File: src/hw/rtl/b64u_pkg.sv
`timescale 1ns / 1ps
// ----------------------------------------------------------------------------
// Base64url encoder package
// Beat types, the work descriptor passed from front to back, and the
// sextet-to-character mapping shared by the encoder modules.
// ----------------------------------------------------------------------------
package b64u_pkg;

	// Default depth of the descriptor queue between front and back.
	localparam int unsigned QUEUE_DEPTH = 2;

	localparam int unsigned SEXTET_W = 6;

	// Position of the next byte within its three-byte group.
	typedef enum logic [1:0] {
		POS_FIRST  = 2'd0,
		POS_SECOND = 2'd1,
		POS_THIRD  = 2'd2
	} group_pos_t;

	typedef struct packed {
		logic [7:0] data_byte;
		logic       final_byte;
	} in_beat_t;

	typedef struct packed {
		logic [7:0] out_char;
		logic       out_last;
	} out_beat_t;

	// One byte's worth of work: one or two sextets. The first sextet is never
	// the end of a message; last applies to the second one only.
	typedef struct packed {
		logic [SEXTET_W-1:0] sx0;
		logic [SEXTET_W-1:0] sx1;
		logic                two;
		logic                last;
	} job_t;

	localparam logic [7:0] ASCII_UPPER_A = 8'h41;
	localparam logic [7:0] ASCII_LOWER_A = 8'h61;
	localparam logic [7:0] ASCII_ZERO    = 8'h30;
	localparam logic [7:0] ASCII_DASH    = 8'h2D;
	localparam logic [7:0] ASCII_UNDER   = 8'h5F;

	// Maps a sextet onto the URL-safe alphabet A-Z a-z 0-9 - _.
	function automatic logic [7:0] sextet_to_char(input logic [SEXTET_W-1:0] sx);
		logic [7:0] s;
		s = {2'b00, sx};
		if (sx < 6'd26) begin
			return s + ASCII_UPPER_A;
		end else if (sx < 6'd52) begin
			return s - 8'd26 + ASCII_LOWER_A;
		end else if (sx < 6'd62) begin
			return s - 8'd52 + ASCII_ZERO;
		end else if (sx == 6'd62) begin
			return ASCII_DASH;
		end else begin
			return ASCII_UNDER;
		end
	endfunction

endpackage

File: src/hw/rtl/base64url_stream_encoder.sv
`timescale 1ns / 1ps
// ----------------------------------------------------------------------------
// Base64url stream encoder (unpadded)
// Encodes a byte stream into URL-safe base64 characters with no padding.
// ----------------------------------------------------------------------------
//
//   Channel | Direction | Beat        | Fields
//   --------+-----------+-------------+------------------------------
//   byte    | in        | in_beat_t   | data_byte[7:0], final_byte
//   char    | out       | out_beat_t  | out_char[7:0], out_last
//
// The back end sends a single character per cycle from its output register
// while char_stall is low, so a byte that yields two characters holds it
// longer than a byte that yields one. An accepted byte is first written into
// the queue, and its first character is then loaded into the output register.
// Reset clears the group position, queue and output valid; no clearing pass
// is needed. The front raises byte_stall only when the queue is full, which
// happens when the character channel is stalled or when bytes that yield two
// characters arrive faster than the back end can send their characters.
//
// The front end keeps the group position and leftover bits and turns each
// byte into a descriptor of one or two sextets. The queue between front and
// back lets the front take a new byte while the back is still emitting the
// second character of an earlier one.
module base64url_stream_encoder #(
	parameter int unsigned QUEUE_DEPTH = b64u_pkg::QUEUE_DEPTH
) (
	input  logic                clk,
	input  logic                arst_n,
	input  logic                byte_valid,
	output logic                byte_stall,
	input  b64u_pkg::in_beat_t  byte_beat,
	output logic                char_valid,
	input  logic                char_stall,
	output b64u_pkg::out_beat_t char_beat
);
	import b64u_pkg::*;

	job_t push_job;
	job_t head_job;
	logic push;
	logic pop;
	logic q_full;
	logic q_empty;

	// Front end: classifies each byte by its position in the group.
	b64u_front u_front (
		.clk        (clk),
		.arst_n     (arst_n),
		.byte_valid (byte_valid),
		.byte_stall (byte_stall),
		.byte_beat  (byte_beat),
		.q_full     (q_full),
		.push       (push),
		.job        (push_job)
	);

	// Descriptor queue decoupling the two halves.
	b64u_queue #(
		.DEPTH (QUEUE_DEPTH)
	) u_queue (
		.clk    (clk),
		.arst_n (arst_n),
		.push   (push),
		.wr_job (push_job),
		.pop    (pop),
		.rd_job (head_job),
		.full   (q_full),
		.empty  (q_empty)
	);

	// Back end: serialises sextets into characters.
	b64u_back u_back (
		.clk        (clk),
		.arst_n     (arst_n),
		.q_empty    (q_empty),
		.head       (head_job),
		.pop        (pop),
		.char_valid (char_valid),
		.char_stall (char_stall),
		.char_beat  (char_beat)
	);

endmodule

File: src/hw/rtl/b64u_front.sv
`timescale 1ns / 1ps
// ----------------------------------------------------------------------------
// Base64url encoder front end
// Accepts bytes, tracks the group position and leftover bits, and turns each
// byte into a descriptor of one or two sextets for the queue.
// ----------------------------------------------------------------------------
module b64u_front (
	input  logic               clk,
	input  logic               arst_n,
	input  logic               byte_valid,
	output logic               byte_stall,
	input  b64u_pkg::in_beat_t byte_beat,
	input  logic               q_full,
	output logic               push,
	output b64u_pkg::job_t     job
);
	import b64u_pkg::*;

	group_pos_t pos_q;
	logic [3:0] left_q;
	group_pos_t pos_next;
	logic [3:0] left_next;
	logic [7:0] b;
	logic       fin;

	assign byte_stall = q_full;
	assign push       = byte_valid && !q_full;
	assign b          = byte_beat.data_byte;
	assign fin        = byte_beat.final_byte;

	always_comb begin
		job       = '0;
		pos_next  = POS_FIRST;
		left_next = 4'd0;
		unique case (pos_q)
			POS_SECOND: begin
				job.sx0 = {left_q[1:0], b[7:4]};
				if (fin) begin
					job.sx1  = {b[3:0], 2'b00};
					job.two  = 1'b1;
					job.last = 1'b1;
				end else begin
					pos_next  = POS_THIRD;
					left_next = b[3:0];
				end
			end
			POS_THIRD: begin
				job.sx0  = {left_q, b[7:6]};
				job.sx1  = b[5:0];
				job.two  = 1'b1;
				job.last = fin;
			end
			default: begin
				job.sx0 = b[7:2];
				if (fin) begin
					job.sx1  = {b[1:0], 4'b0000};
					job.two  = 1'b1;
					job.last = 1'b1;
				end else begin
					pos_next  = POS_SECOND;
					left_next = {2'b00, b[1:0]};
				end
			end
		endcase
	end

	always_ff @(posedge clk or negedge arst_n) begin
		if (!arst_n) begin
			pos_q  <= POS_FIRST;
			left_q <= 4'd0;
		end else if (push) begin
			pos_q  <= pos_next;
			left_q <= left_next;
		end
	end

endmodule

File: src/hw/rtl/b64u_queue.sv
`timescale 1ns / 1ps
// ----------------------------------------------------------------------------
// Base64url encoder descriptor queue
// Small first-in first-out buffer that decouples the front from the back.
// ----------------------------------------------------------------------------
module b64u_queue #(
	parameter int unsigned DEPTH = b64u_pkg::QUEUE_DEPTH
) (
	input  logic           clk,
	input  logic           arst_n,
	input  logic           push,
	input  b64u_pkg::job_t wr_job,
	input  logic           pop,
	output b64u_pkg::job_t rd_job,
	output logic           full,
	output logic           empty
);
	import b64u_pkg::*;

	localparam int unsigned PTR_W = (DEPTH > 1) ? $clog2(DEPTH) : 1;
	localparam int unsigned CNT_W = $clog2(DEPTH + 1);

	job_t             mem_q [DEPTH];
	logic [PTR_W-1:0] wr_ptr_q;
	logic [PTR_W-1:0] rd_ptr_q;
	logic [CNT_W-1:0] cnt_q;
	logic             do_push;
	logic             do_pop;

	assign full    = (cnt_q == CNT_W'(DEPTH));
	assign empty   = (cnt_q == '0);
	assign do_push = push && !full;
	assign do_pop  = pop && !empty;
	assign rd_job  = mem_q[rd_ptr_q];

	function automatic logic [PTR_W-1:0] ptr_inc(input logic [PTR_W-1:0] p);
		if (p == PTR_W'(DEPTH - 1)) begin
			return '0;
		end else begin
			return p + 1'b1;
		end
	endfunction

	always_ff @(posedge clk or negedge arst_n) begin
		if (!arst_n) begin
			wr_ptr_q <= '0;
			rd_ptr_q <= '0;
			cnt_q    <= '0;
		end else begin
			if (do_push) begin
				wr_ptr_q <= ptr_inc(wr_ptr_q);
			end
			if (do_pop) begin
				rd_ptr_q <= ptr_inc(rd_ptr_q);
			end
			if (do_push && !do_pop) begin
				cnt_q <= cnt_q + 1'b1;
			end else if (do_pop && !do_push) begin
				cnt_q <= cnt_q - 1'b1;
			end
		end
	end

	always_ff @(posedge clk) begin
		if (do_push) begin
			mem_q[wr_ptr_q] <= wr_job;
		end
	end

endmodule

File: src/hw/rtl/b64u_back.sv
`timescale 1ns / 1ps
// ----------------------------------------------------------------------------
// Base64url encoder back end
// Pops descriptors, maps sextets to characters and serialises them into the
// output register, one character per cycle while the output is not stalled.
// ----------------------------------------------------------------------------
module b64u_back (
	input  logic                clk,
	input  logic                arst_n,
	input  logic                q_empty,
	input  b64u_pkg::job_t      head,
	output logic                pop,
	output logic                char_valid,
	input  logic                char_stall,
	output b64u_pkg::out_beat_t char_beat
);
	import b64u_pkg::*;

	logic                out_valid_q;
	out_beat_t           out_beat_q;
	logic                pend_q;
	logic [SEXTET_W-1:0] pend_sx_q;
	logic                pend_last_q;
	logic                load;

	assign load       = !out_valid_q || !char_stall;
	assign pop        = load && !pend_q && !q_empty;
	assign char_valid = out_valid_q;
	assign char_beat  = out_beat_q;

	always_ff @(posedge clk or negedge arst_n) begin
		if (!arst_n) begin
			out_valid_q <= 1'b0;
			pend_q      <= 1'b0;
		end else if (load) begin
			if (pend_q) begin
				out_valid_q <= 1'b1;
				pend_q      <= 1'b0;
			end else if (!q_empty) begin
				out_valid_q <= 1'b1;
				pend_q      <= head.two;
			end else begin
				out_valid_q <= 1'b0;
			end
		end
	end

	always_ff @(posedge clk) begin
		if (load) begin
			if (pend_q) begin
				out_beat_q.out_char <= sextet_to_char(pend_sx_q);
				out_beat_q.out_last <= pend_last_q;
			end else if (!q_empty) begin
				out_beat_q.out_char <= sextet_to_char(head.sx0);
				out_beat_q.out_last <= 1'b0;
				pend_sx_q           <= head.sx1;
				pend_last_q         <= head.last;
			end
		end
	end

endmodule

File: config.mk
export PLATFORM = sky130hd
export DESIGN_NAME = base64url_stream_encoder
export DESIGN_NICKNAME = d
export VERILOG_FILES = /design/src/hw/rtl/b64u_pkg.sv /design/src/hw/rtl/base64url_stream_encoder.sv /design/src/hw/rtl/b64u_front.sv /design/src/hw/rtl/b64u_queue.sv /design/src/hw/rtl/b64u_back.sv
export SDC_FILE = /design/constraint.sdc
export NUM_CORES = 1
export LEC_CHECK = 0
export ABC_AREA = 1
export BUFFER_PORTS_ARGS = -buffer_cell sky130_fd_sc_hd__buf_4
export CAP_MARGIN = 20
export CORE_ASPECT_RATIO = 1.75
export CORE_MARGIN = 4
export CORE_UTILIZATION = 55
export DETAILED_ROUTE_END_ITERATION = 8
export PLACE_DENSITY = 0.77
export SYNTH_ARGS = -nofsm -noshare
export SYNTH_HDL_FRONTEND = slang
export SYNTH_SLANG_ARGS = --single-unit
File: constraint.sdc
create_clock -name clk -period 2.05 [get_ports clk]
set_input_delay 0.41 -clock clk [delete_from_list [all_inputs] [get_ports clk]]
set_output_delay 0.41 -clock clk [all_outputs]
set_load 0.005 [all_outputs]
=== After elaboration in Yosys (flattened, before gate mapping) ===
Memories as Yosys holds them, arrays and structs flattened.
Index checks and enable logic that the tools add are counted.

* Register bits after elaboration: 28
* Memory bits (writable): 28
* Input port bits: 13
* Output and inout port bits: 11
* Word-level logic and storage cells: 88
* Memories: 1

* $add $sub $neg: 14
* $lt $le $gt $ge: 6
* Eq/ne operators: 6
* Mux-type cells: 29
* Bitwise logic cells: 2
* Reduce and logical (&&, ||, !) cells: 19

{| class="wikitable"
|+ Memories
! name !! words !! bits a word !! rd ports !! clocked after memory_dff !! write ports !! RTL line !! RTL
|-
| u_queue.mem_q || 2 || 14 || 1 || 0 || 1 || b64u_queue.sv:23 || <nowiki>job_t mem_q [DEPTH];</nowiki>
|}

{| class="wikitable"
|+ Operators by type and width
! operator !! count
|-
| 2-to-1 mux 8 bit || 8
|-
| case mux 14 bit (2 select lines) || 1
|-
| less-than comparator 6 bit (second input constant) || 4
|-
| 2-to-1 mux 9 bit || 2
|-
| adder 6 x 7 -> 8 bit (second input constant) || 2
|-
| adder 8 x 6 -> 8 bit (second input constant) || 2
|-
| adder 8 x 7 -> 8 bit (second input constant) || 2
|-
| 2-to-1 mux 7 bit || 2
|-
| subtractor 6 x 5 -> 7 bit (second input constant) || 2
|-
| subtractor 6 x 6 -> 7 bit (second input constant) || 2
|-
| equality test 6 bit (second input constant) || 2
|-
| less-than comparator 6 x 5 -> 1 bit (second input constant) || 2
|-
| 2-to-1 mux 1 bit || 9
|-
| 2-to-1 mux 2 bit || 4
|-
| case mux 4 bit (2 select lines) || 1
|-
| logical AND 1 bit || 7
|-
| zero test 1 bit || 7
|-
| equality test 2 bit (second input constant) || 2
|-
| 2-to-1 mux 4 bit || 1
|-
| case mux 2 bit (2 select lines) || 1
|-
| AND reduction 3 bit || 1
|-
| adder 1 bit (second input constant) || 2
|-
| adder 2 x 1 -> 2 bit (second input constant) || 1
|-
| equality test 2 x 1 -> 1 bit (second input constant) || 1
|-
| 7 further kinds || 8
|}

=== Depth between registers and ports, before layout ===
* Depth after elaboration: 8
* Mapped depth: 18
* Mapped depth without buffers: 16

=== Modules after synthesis ===
Synthesis repeated with hierarchy kept, for this count alone.

* Cells, all modules: 436
* Area, all modules: 3528.4 um^2

{| class="wikitable"
|+ By module, submodules not included
! module !! times used !! cells each !! area an instance (um^2) !! seq. area each (um^2)
|-
| b64u_back || 1 || 246 || 1725.4 || 530.5
|-
| b64u_queue || 1 || 105 || 1256.2 || 940.9
|-
| b64u_front || 1 || 85 || 546.8 || 150.1
|}

=== Worst setup path before layout ===
No wires, ideal clock.

* Kind: reg-to-reg
* From: reg u_back.pend_q
* To: reg u_queue.cnt_q[1]
* Setup time: 0.131 ns
* Arrival time: 2.061 ns
* Required time: 1.919 ns
* Setup slack: -0.142 ns
* Cell stages (with the launch flop): 8
* Buffers on the path: 1
* Clock period less this slack: 2.192 ns
* Cell sequence: dfrtp_1 clkbuf_1 nor3_1 inv_1 ha_1 a21oi_1 o21ai_0 xor2_1

* Word-level cells in the longest chain between the ends: 7
* Elaborated cells between the ends (all ways): 9
* Those cells by class: mux (1); reduce/logical (8)

{| class="wikitable"
|+ RTL lines
! element !! RTL line !! RTL
|-
| from (decl) || b64u_back.sv:21 || <nowiki>logic pend_q;</nowiki>
|-
| from (signal assigned) || b64u_back.sv:41 || <nowiki>pend_q <= head.two;</nowiki>
|-
| zero test 1 bit (*) || b64u_back.sv:27 || <nowiki>assign pop = load && !pend_q && !q_empty;</nowiki>
|-
| logical AND 1 bit (*) (2 in series) || b64u_back.sv:27 ||
|-
| logical AND 1 bit (*) || b64u_queue.sv:33 || <nowiki>assign do_pop = pop && !empty;</nowiki>
|-
| zero test 1 bit || b64u_queue.sv:56 || <nowiki>if (do_push && !do_pop) begin</nowiki>
|-
| logical AND 1 bit || b64u_queue.sv:56 ||
|-
| 2-to-1 mux 2 bit / nonzero test 2 bit (equally long branches) || n/a ||
|-
| to (signal assigned) || b64u_queue.sv:57 || <nowiki>cnt_q <= cnt_q + 1'b1;</nowiki>
|-
| to (signal assigned) || b64u_queue.sv:59 || <nowiki>cnt_q <= cnt_q - 1'b1;</nowiki>
|-
| to (decl) || b64u_queue.sv:26 || <nowiki>logic [CNT_W-1:0] cnt_q;</nowiki>
|}

Mark *: on every way between the ends. The rest lies on a longest branch, timed or not.
A chain may end at the register's enable or synchronous reset.

=== Worst setup path in the final report ===
* From: reg u_back.pend_sx_q[3]
* To: reg u_back.out_beat_q, in the netlist u_back.char_beat[6] (data pin)

* Word-level cells in the longest chain between the ends: 6
* Elaborated cells between the ends (all ways): 14
* Those cells by class: add/sub (5); order compare (3); eq/ne (1); mux (5)

{| class="wikitable"
|+ RTL lines
! element !! RTL line !! RTL
|-
| from (decl) || b64u_back.sv:22 || <nowiki>logic [SEXTET_W-1:0] pend_sx_q;</nowiki>
|-
| from (signal assigned) || b64u_back.sv:56 || <nowiki>pend_sx_q <= head.sx1;</nowiki>
|-
| subtractor 6 x 6 -> 7 bit / equality test 6 bit (equally long branches) || b64u_pkg.sv:55, b64u_pkg.sv:56 ||
|-
| adder 8 x 6 -> 8 bit / 2-to-1 mux 7 bit (equally long branches) || b64u_pkg.sv:55, b64u_pkg.sv:56 ||
|-
| 2-to-1 mux 8 bit || b64u_pkg.sv:54 || <nowiki>end else if (sx < 6'd62) begin</nowiki>
|-
| 2-to-1 mux 8 bit || b64u_pkg.sv:52 || <nowiki>end else if (sx < 6'd52) begin</nowiki>
|-
| 2-to-1 mux 8 bit (*) || b64u_pkg.sv:50 || <nowiki>if (sx < 6'd26) begin</nowiki>
|-
| 2-to-1 mux 9 bit (*) || b64u_back.sv:50 || <nowiki>if (pend_q) begin</nowiki>
|-
| to (decl) || b64u_back.sv:20 || <nowiki>out_beat_t out_beat_q;</nowiki>
|}

Marked as above.

==> results by group <==
Placed design
  • Number of port buffers: 23
  • Post-DP HPWL: 5960 µm
  • GP Congestion: 0.921
  • Cells after DPL: 521

Detailed routing
  • Drt total wl: 7990 µm
  • DR WL/cell: ~15 µm
  • Drt via density: around 5.5
  • Top sig layer: met4
  • Met3 WL post-DR: 299 µm
  • First-pass DRT Iterations: 4
  • Initial DRC count: 276
  • DRT met1 WL: 2670 µm
  • Met2 Wirelength: 4560 µm
  • DRC: 0
  • ANT nets after route: 0
  • Vias: ~3000

Power and ir drop
  • Share of power burned in registers: 28.6%
  • Worst vdd ir: between 0.9 and 1 mV
  • Pwr Density: 1690 mW/mm²
  • Switch Pwr: 3240 µW
  • Leakage power: 0.00194 µW
  • Clock power share: around 8.6%
  • Switching part of the total: 45.0%
  • Internal cell power: 3960 µW
  • Combinational Power Share: 62.9%
  • Total power: 7200 µW

Worst setup path
  • CP startpoint: u_back.pend_sx_q[3]
  • Most used cell, CP: a21oi_2
  • Worst R2R Start: u_back.pend_sx_q[3]
  • Crit path launch type: flip-flop
  • Reg-to-reg slack, setup: 0.08 ns
  • Crit path max fanout: 7
  • CP delay by family, top: compound AO/OA/AOI/OAI gates
  • WS Path Type: reg2reg
  • CP cell instances: ha_2 -> a21oi_1 -> or2_2 -> nand2_2 -> o21ai_1 -> nand3_1 -> a21oi_2 -> a21oi_2
  • Reg2Reg Depth: 8
  • Critical path buffer and inverter count: 0
  • Slowest stage delay, CP: ~0.53 ns
  • CP required: 2.13 ns
  • Worst path slowest cell: edfxtp_1
  • Stages on worst setup path: 8
  • CP endpoint kind: flip-flop
  • CP Data Arrival Time: 2.05 ns
  • CP endpoint: u_back.char_beat[6]
  • Reg2reg end: u_back.char_beat[6]

CTS
  • H-tree depth: 2
  • Clock Path Buffers: 2
  • Clk sinks: 56
  • Worst skew pair latency: 0.31 ns
  • Clock transition at path regs: 0.10 ns
  • TritonCTS Buffers: 5
  • CTS root buf: clkbuf_8
  • CTS tree: yes

Cells and area
  • Area Overhead vs Synth: 22.5%
  • Register Area: between 0.0015 and 0.002 mm²
  • Final cell count without fillers: around 540
  • Nets: 495
  • Layout cell share with drive strength beyond 1: 27.7%
  • # diodes: 0
  • Fill count: 468
  • Multi-input gate area: 0.00172 mm²

STA
  • Final hold vios: 0
  • Slew @ Worst Pin: 0.365 ns
  • Setup Viol. Count Final: 0
  • Worst rel slew slack: 75.3%
  • Slew Viols, Final: 0
  • Setup Skew: between 0.01 and 0.015 ns
  • Fmax: between 0.5 and 0.6 GHz
  • Final period util: 96.1%
  • Minimum clock period: 1.97 ns

Global routing
  • Vias in the first global route: 2752
  • First-pass GRT wire length: 12200 µm
  • Overall Global Routing Usage: 21.1%
  • Grt ovf: 0
  • Largest net degree at the start of global routing: 19
  • Initial antenna violation count: 0

Logic synthesis
  • Async set or reset register ratio after synthesis: 21.4%
  • Cell Area, Synth: 0.00348 mm²
  • Synth Flop Type: edfxtp_1
  • Syn Area/Cell: ~8.8 µm²
  • Cell variety after synth: 41
  • Flops & latches, synth: between 50 and 60
  • EDFF count, synth: between 40 and 50
  • Register area share after synthesis: 46.7%
  • Ys Warns: 0
  • Gate Count Post-Synth: 397
  • Mapped Nets: 431

Die
  • Io pins: 24
  • DIE AREA: 0.00771 mm²
  • FP Rows: 38
  • Die height: about 110 µm
  • Initial Util: 56.2%
  • Core area: 0.00618 mm²
  • Die width: roughly 68 µm

Hold path
  • Hold Path Class: in2reg

Status
  • Status: completed

Run
  • Max-cap violations: 0
[timing repair]
action | in CTS | in global routing
pin swaps | 0 | 17
hold endpoints to repair | 12 | 0
setup buffers | 0 | 12
resized for setup | 2 | 47
hold buffers | 1 | 0
endpoints found under the setup margin | 4 | 8
[cells in the final DEF, fill, tap and decap left out, types with 4 or more instances in the layout]
cell type and count:
o211ai_1 7, buf_4 60, xor2_1 6, nand3_1 21, nand4_1 4, dfrtp_1 11, inv_2 10, xnor2_1 6
ha_2 4, ha_1 15, nand2_2 14, edfxtp_1 44, o21ai_0 12, o221ai_1 6, nand2_4 7, a21oi_1 12
nand2_1 100, inv_1 47, nor2_1 19, o22ai_1 7, clkbuf_8 5
[routing by layer]
| layer | GRT usage, % | up-vias |
|---|---|---|
| li1 | - | 1454 |
| met1 | 19.8 | 1367 |
| met2 | 40.5 | 111 |
| met3 | 3.28 | 36 |
| met4 | 11.4 | 0 |
| met5 | 0 | - |
[synthesized netlist by cell type, types with 12 or more instances]
cell	count	area share, %
ha_1	21	7.6
a21oi_1	13	1.9
edfxtp_1	44	38
nand3_1	25	3.6
inv_1	52	5.6
nor2_1	22	2.4
nand2_1	110	12
o21ai_0	14	2.0
dfrtp_1	12	8.6
[tightest hold or removal path, cell delays in order]
cell and delay, ns:
buf_4 0.12, nand2_1 0.06, o22ai_1 0.06
[sequential cells by signal (all words and copies together) (netlist names), 2 cells and up]
signal / cells
u_front.left_q: 4
u_back.pend_sx_q: 6
u_back.char_beat: 9
u_queue.cnt_q: 2
u_queue.mem_q: 28
u_front.pos_q: 2
[power groups by stage]
stage,logic (µW),clock network (µW),registers [µW]
after floorplan,2730,0,2030
after global placement,3810,0,2050
after detailed placement,3900,0,2070
after CTS,3930,631,2050
after global routing,5000,662,2110
final,4530,616,2060
[per-stage QoR]
| step | hold WS, ns | instance area [µm²] | TNS [ns] | setup WS, ns | utilization, % |
|---|---|---|---|---|---|
| floorplan | 0.114 | 3480 | 0 | 0.0337 | - |
| global placement | 0.261 | 3910 | 0 | 0.0236 | 63.2 |
| detailed placement | 0.264 | 3910 | -0.0299 | -0.0230 | 63.2 |
| CTS | 0.358 | 4010 | 0 | 0.00305 | 64.9 |
| global route | 0.367 | 4260 | -0.133 | -0.0439 | 68.9 |
| finish | 0.368 | 4260 | 0 | 0.0791 | 68.9 |
[cell families (layout without fill, tap and decap cells)]
family / Yosys count / in the layout / share of synthesized area (%)
buffers and inverters: 68 / 133 / 8.35
flip-flops: 56 / 56 / 46.7
adder cells (fa/ha/maj): 21 / 21 / 7.56
multiplexers: 1 / 1 / 0.288
AO/OA/AOI/OAI: 56 / 56 / 10.4
AND/OR/NAND/NOR: 183 / 183 / 23.8
XOR/XNOR: 12 / 12 / 3.02
[area by class of cell]
| cell class | instances | share of cell area [%] |
|---|---|---|
| well taps | 80 | 2.35 |
| repair buffers | 63 | 11.3 |
| clock inverters | 2 | 0.411 |
| clock buffers | 6 | 1.70 |
| flip-flops and latches | 56 | 38.1 |
| multi-input cells | 273 | 40.3 |
| inverters | 62 | 5.76 |
[worst min-delay path by stage]
stage / startpoint / to / slack [ns] / cells past startpoint
after floorplan: arst_n / u_back.char_valid / 0.11 / 0
after global placement: arst_n / u_front.left_q[3] / 0.26 / 1
after detailed placement: arst_n / u_queue.cnt_q[1] / 0.26 / 1
after CTS: byte_beat[2] / u_front.left_q[1] / 0.36 / 3
after global routing: byte_beat[2] / u_front.left_q[1] / 0.37 / 3
final: byte_beat[2] / u_front.left_q[1] / 0.37 / 3
No activity file was read; power rests on OpenSTA's default activity.
